### src/vn2_pkg.sv
// vn2_pkg: shared constants and types of the 2d value noise block
// used by vn2_ease and value_noise_2d; no dependencies
`default_nettype none

package vn2_pkg;

   // lattice hash multipliers
   localparam logic [31:0] HASH_MUL_X   = 32'd374761393;
   localparam logic [31:0] HASH_MUL_Z   = 32'd668265263;
   localparam logic [31:0] HASH_MUL_MIX = 32'd1274126177;

   // one in q1.16
   localparam logic [16:0] ONE_Q16 = 17'h1_0000;

   // load strobes of the two easing stages
   typedef struct packed {
      logic stage1;
      logic stage2;
   } ease_load_type;

endpackage

`default_nettype wire

### src/vn2_ease.sv
// vn2_ease: two-stage smoothstep of the coordinate fraction into a q0.16 weight
// depends on vn2_pkg
`default_nettype none

module vn2_ease #(
   parameter int FRAC_BITS = 16
) (
   input  logic                   clock,
   input  vn2_pkg::ease_load_type load,
   input  logic [31:0]            coord,
   output logic [15:0]            weight
);
   import vn2_pkg::*;

   localparam logic [31:0] FRAC_MASK = 32'((64'd1 << FRAC_BITS) - 64'd1);
   localparam int          T_SHR     = (FRAC_BITS >= 16) ? FRAC_BITS - 16 : 0;
   localparam int          T_SHL     = (FRAC_BITS < 16) ? 16 - FRAC_BITS : 0;

   logic [15:0] frac_q16;
   logic [31:0] sq_in,   sq_ff;
   logic [17:0] poly_in, poly_ff;
   logic [49:0] cube;
   logic [15:0] weight_in, weight_ff;

   always_comb begin
      // fraction brought to q0.16
      frac_q16  = 16'(((coord & FRAC_MASK) >> T_SHR) << T_SHL);
      sq_in     = 32'(frac_q16) * 32'(frac_q16);
      poly_in   = 18'(3 * ONE_Q16) - {1'b0, frac_q16, 1'b0};
      cube      = 50'(sq_ff) * 50'(poly_ff);
      weight_in = cube[47:32];
   end

   always_ff @(posedge clock) begin
      if (load.stage1) begin
         sq_ff   <= sq_in;
         poly_ff <= poly_in;
      end
      if (load.stage2) begin
         weight_ff <= weight_in;
      end
   end

   assign weight = weight_ff;

endmodule

`default_nettype wire

### config.mk
export PLATFORM = sky130hd
export DESIGN_NAME = vn2_ease
export DESIGN_NICKNAME = d
export VERILOG_FILES = /design/src/vn2_pkg.sv /design/src/vn2_ease.sv
export SDC_FILE = /design/constraint.sdc
export NUM_CORES = 2
export LEC_CHECK = 0
export BUFFER_PORTS_ARGS = -buffer_cell sky130_fd_sc_hd__clkbuf_2
export CELL_PAD_IN_SITES_DETAIL_PLACEMENT = 0
export CELL_PAD_IN_SITES_GLOBAL_PLACEMENT = 1
export CORE_UTILIZATION = 35
export CTS_CLUSTER_DIAMETER = 150
export DETAILED_ROUTE_END_ITERATION = 10
export GPL_TIMING_DRIVEN = 1
export PLACE_DENSITY_LB_ADDON = 0.1
export RECOVER_POWER = 25
export SLEW_MARGIN = 10
export SYNTH_ARGS = -nofsm -noshare
export SYNTH_HDL_FRONTEND = slang
export SYNTH_SLANG_ARGS = --single-unit
### constraint.sdc
create_clock -name clock -period 6.7 [get_ports clock]
set_input_delay 1.34 -clock clock [delete_from_list [all_inputs] [get_ports clock]]
set_output_delay 1.34 -clock clock [all_outputs]
set_load 0.1 [all_outputs]
Word-level counts from Yosys, hierarchy flattened

Index checks and enable logic that the tools add are counted.

Bits in registers: 66
Input port bits: 35

Add/subtract/negate cells: 1
$mul: 2

Operator list:

| kind                                               | count |
|---|---|
| multiplier 32 x 18 -> 48 bit                       | 1 |
| multiplier 16 x 16 -> 32 bit                       | 1 |
| subtractor 18 x 17 -> 18 bit, first input constant | 1 |

Depth between registers and ports, before layout

Word-level depth: 1
Depth in mapped cells: 26
Gate-level depth less buffers: 24

Worst setup path before layout

No wires, ideal clock.

Path kind: input -> register
Start point: input port coord[13]
End point: register sq_ff[30], data pin
Setup time: 0.265 ns
Data arrival time: 6.931 ns
Slack: -0.496 ns
Cell stages on the path: 22
Buffers on the path: 2
Cell sequence: clkbuf_1 clkbuf_1 nand2_1 fa_1 inv_1 fa_1 inv_1 fa_1 inv_1 fa_1 inv_1 fa_1 inv_1 fa_1 ha_1 a2111o_1 o211a_1 o41ai_2 a2bb2oi_2 o21a_1 o21ai_0 xor2_1

Cells in the longest elaborated chain, start to end: 1

RTL lines:

| element                      | line           | text |
|---|---|---|
| start: declaration           | vn2_ease.sv:10 | `input logic [31:0] coord,` |
| multiplier 16 x 16 -> 32 bit | vn2_ease.sv:28 | `sq_in = 32'(frac_q16) * 32'(frac_q16);` |
| named net sq_in[30]          | vn2_ease.sv:20 | `logic [31:0] sq_in, sq_ff;` |
| end signal: assignment       | vn2_ease.sv:36 | `sq_ff <= sq_in;` |
| end: declaration             | vn2_ease.sv:20 |  |

The timed path passes the listed nets, and every way through them passes these cells.
A chain may end at the register's enable or synchronous reset.

Final worst setup path

Start point: input port coord[12]
End point: register sq_ff[30], data pin

The elaborated chain is that of the path after synthesis.

==> summary.txt <==
Placed design
  • Dpl ws: -0.7154 ns
  • Buffers on Ports: 34
  • Cell area after placement: 29280 um^2
  • Final Wtd Congestion: 0.8111
  • Detailed-placement wirelength estimate: 58.16 mm

Routing
  • Number of DRC markers after the initial detailed-route iteration: 605
  • Number of vias after detailed routing: 18243
  • Total Routed Length: between 60 and 70 mm
  • Vias per std cell: 4.593
  • Number of detailed-route iterations in the first pass: 5
  • Routed length per placed instance: 17.42 um
  • ANT nets after route: 0
  • Remaining DRCs: 0

Run
  • Count of maximum capacitance violations: 1

STA
  • Fin. Hold Viols: 0
  • Slew Limit Headroom: -0.7934
  • Fin worst setup slack: 0.1617 ns
  • Final setup vio count: 0
  • Setup repair after global routing missed its margin: yes
  • Final min period: approximately 6.5 ns
  • Final max-slew violation count: 48
  • Post-Route Setup TNS: 0 ns
  • Worst Skew: 0.008459 ns
  • Worst slew pin tran: 2.690 ns
  • Highest clock frequency the design can meet: 152.9 MHz
  • Period Utilization, post-route: 0.9759

Setup path
  • Number of buffer and inverter stages on the critical path: 4
  • Most used cell, CP: fa_1
  • Worst setup SP type: primary input
  • Crit path DAT: approximately 6.7 ns
  • CP top delay family: adder cells
  • CP peak stage delay: 0.55 ns
  • Crit path kind: in -> reg
  • Crit. End Element: register
  • Maximum net fanout on the critical path: 7
  • Worst-path cell chain: clkbuf_4 -> nand2_2 -> fa_1 -> inv_2 -> fa_1 -> fa_1 -> inv_2 -> fa_1 -> fa_1 -> fa_1 -> inv_2 -> ha_4 -> a21oi_2 -> o21ai_2 -> a2111o_1 -> o211a_1 -> o41ai_4 -> a2bb2oi_4 -> o21a_1 -> o21ai_2 -> xor2_1
  • Critical-path cell with the highest stage delay: fa_1
  • CP Data Required Time: 6.82 ns

Floorplan
  • Overall die area: approximately 75000 um^2
  • Starting density of the core: 0.3534
  • Number of cell rows: 99
  • Core region area: 72960 um^2
  • I/O Pins: 51
  • Die span in y: 273.4 um
  • Die extent in x: 273.4 um

GRT
  • Global Route met3 Usage: 0.01193
  • M1 GR Usage: 0.2664
  • Met2 layer usage reported by global route: 0.3547
  • Layer with the highest usage: met2
  • Vias in the first global route: 21089
  • Global Route Usage Sum: 0.1989
  • Pin count of the biggest net entering global routing: 48
  • Aggregate global routing overflow: 0
  • Number of antenna violations at the first check in global routing: 1
  • First-pass GRT wire length: 114.7 mm

Final layout
  • Share of post-route cells with drive strength above 1: 0.1440
  • Post-layout nets: approximately 3900
  • Final cell area excluding filler cells: 30040 um^2
  • Diodes inserted: 0
  • Layout overhead on the synthesized area: 16.50%
  • Post-route core utilization: 0.4117
  • # fillers: 7257

Synthesis
  • Synth Flop Type: edfxtp_1
  • Share of synthesized area occupied by flip-flops and latches: 0.07337
  • Average instance area after synthesis: 9.288 um^2
  • Synthesized flop and latch total: 63
  • Number of distinct library cell variants in the gate-level netlist after synthesis: 60
  • Summed instance area of the synthesized netlist: ~26000 um^2
  • Number of enable-type register cells in the synthesized netlist: 63
  • Cells after Synth: 2776
  • Fraction of registers with async set/reset: 0
  • Ys Warns: 0

CTS
  • Number of buffers created by CTS: 9
  • Number of H-tree levels: 3
  • Clock insertion delay at the later pin of the skew report: about 0.37 ns
  • Clk pin slew, worst setup/hold paths: 0.05 ns
  • Clock Tree Buf Depth: 2
  • Number of buffers inserted for hold repair after clock tree synthesis: 0
  • Clock tree sinks: 63
  • Clock tree root driver cell: clkbuf_16
  • CTS tree: built

Run status
  • Run status: finished with violations
  • Violated checks: max-capacitance violations, max-slew violations

Hold path
  • Classification of the worst-slack hold path: reg -> reg
worst paths after layout:
check	depth (start not counted)	from	slack, ns	end
min reg2reg	6	poly_ff[17]$_DFFE_PP_	1.39	weight[15]$_DFFE_PP_
max	21	coord[12]	0.16	sq_ff[30]$_DFFE_PP_
min	6	poly_ff[17]$_DFFE_PP_	1.39	weight[15]$_DFFE_PP_
max reg2reg	23	poly_ff[6]$_DFFE_PP_	0.21	weight[6]$_DFFE_PP_
placed cells by master, fill, tap and decap left out, types with 5 or more instances in the layout:
cell	count
nand3_1	10
nor2_1	40
nor3_1	11
inv_1	734
edfxtp_1	63
o21ai_2	7
o211ai_1	5
buf_12	25
a21oi_1	42
clkinv_1	6
nand2b_1	10
buf_6	6
xor2_1	17
xnor2_1	54
o21a_1	5
o21ai_1	6
ha_4	7
conb_1	8
nor2_2	8
and2_1	291
nand4_1	13
a21o_1	26
nor2b_1	6
clkbuf_2	22
nand2_1	342
a21oi_2	11
ha_1	235
fa_1	600
inv_2	12
buf_4	257
clkbuf_16	10
nand2_4	7
o21ai_0	22
nand2_2	5
logic make-up (layout without fill, tap and decap cells):
kind of cell	count (synthesis)	count (layout)	synth area share
buffers and inverters	858	1089	0.1249
other	2	8	0.0002913
xor gates and xnor gates	72	72	0.02446
DFF	63	63	0.07337
adders and majority gates	848	848	0.5871
AOI/OAI and AO/OA	159	159	0.04193
and+or+nand+nor	773	773	0.1476
muxes	1	1	0.0004367
metrics by stage:
step | cells | hold WS, ns
floorplan | 2782 | 0.8687
global placement | 3946 | 1.400
detailed placement | 3946 | 1.411
CTS | 3963 | 1.420
global route | 3972 | 1.465
finish | 3972 | 1.389
layer usage:
metal | up-vias | wire length, um
met2 | 143 | 34830
li1 | 8561 | -
met4 | 0 | 1156
met1 | 9488 | 32160
met3 | 51 | 1029
met5 | - | 0
area by class of cell:
cell class | count | area [um^2] | share of cell area
clock buffer | 9 | 225.2 | 0.007498
clock inverter | 6 | 61.31 | 0.002041
inverter | 754 | 2836 | 0.09443
multi-input combinational | 1861 | 21110 | 0.7027
sequential | 63 | 1892 | 0.06298
tap | 959 | 1200 | 0.03995
timing repair buffer | 320 | 2715 | 0.09039
cells in the mapped netlist (2+ instances only):
master | number | share of area
a211o_1 | 3 | 0.0010
a211oi_1 | 3 | 0.00087
a21boi_0 | 2 | 0.00058
a21o_1 | 26 | 0.0076
a21oi_1 | 50 | 0.0097
a21oi_2 | 4 | 0.0014
a31oi_1 | 4 | 0.00097
and2_1 | 294 | 0.071
and3_1 | 4 | 0.00097
clkbuf_1 | 103 | 0.015
clkinv_1 | 7 | 0.0010
conb_1 | 2 | 0.00029
edfxtp_1 | 63 | 0.073
fa_1 | 603 | 0.47
ha_1 | 245 | 0.12
inv_1 | 747 | 0.11
nand2_1 | 355 | 0.052
nand2b_1 | 10 | 0.0024
nand3_1 | 10 | 0.0019
nand4_1 | 13 | 0.0032
nor2_1 | 50 | 0.0073
nor2b_1 | 6 | 0.0015
nor3_1 | 14 | 0.0027
nor4_1 | 6 | 0.0015
o211a_1 | 2 | 0.00078
o211ai_1 | 5 | 0.0015
o21a_1 | 5 | 0.0015
o21a_4 | 2 | 0.0012
o21ai_0 | 30 | 0.0058
o21ai_1 | 2 | 0.00039
o21ai_2 | 3 | 0.0010
o41ai_2 | 2 | 0.0013
or2_2 | 3 | 0.00073
or3_1 | 2 | 0.00049
xnor2_1 | 55 | 0.019
xor2_1 | 17 | 0.0058
registers in the layout, indices dropped and copies added (netlist names):
signal   cells
weight      16
sq_ff       31
poly_ff     16
worst reg2reg max path, stage by stage (launching register included):
cell and delay (ns):
edfxtp_1 0.41, buf_12 0.18, and2_1 0.16, fa_1 0.54, inv_1 0.07, fa_1 0.46
fa_1 0.51, inv_1 0.05, fa_1 0.52, fa_1 0.50, inv_1 0.05, fa_1 0.53
inv_1 0.06, ha_2 0.30, a21oi_2 0.17, o21ai_0 0.13, nor4_2 0.35, a211oi_2 0.12
buf_4 0.16, a311oi_4 0.33, o21a_4 0.25, o21ai_2 0.09, buf_4 0.15, xor2_1 0.13
what timing repair did:
item / CTS / global route
cloned: 0 / 1
buffers inserted: 2 / 8
gates resized for setup: 15 / 94
setup endpoints to repair: 20 / 25
pin swaps: 6 / 17
Power is not shown: default switching activity piles up to over one toggle a cycle in this logic, so the estimate is an artifact.
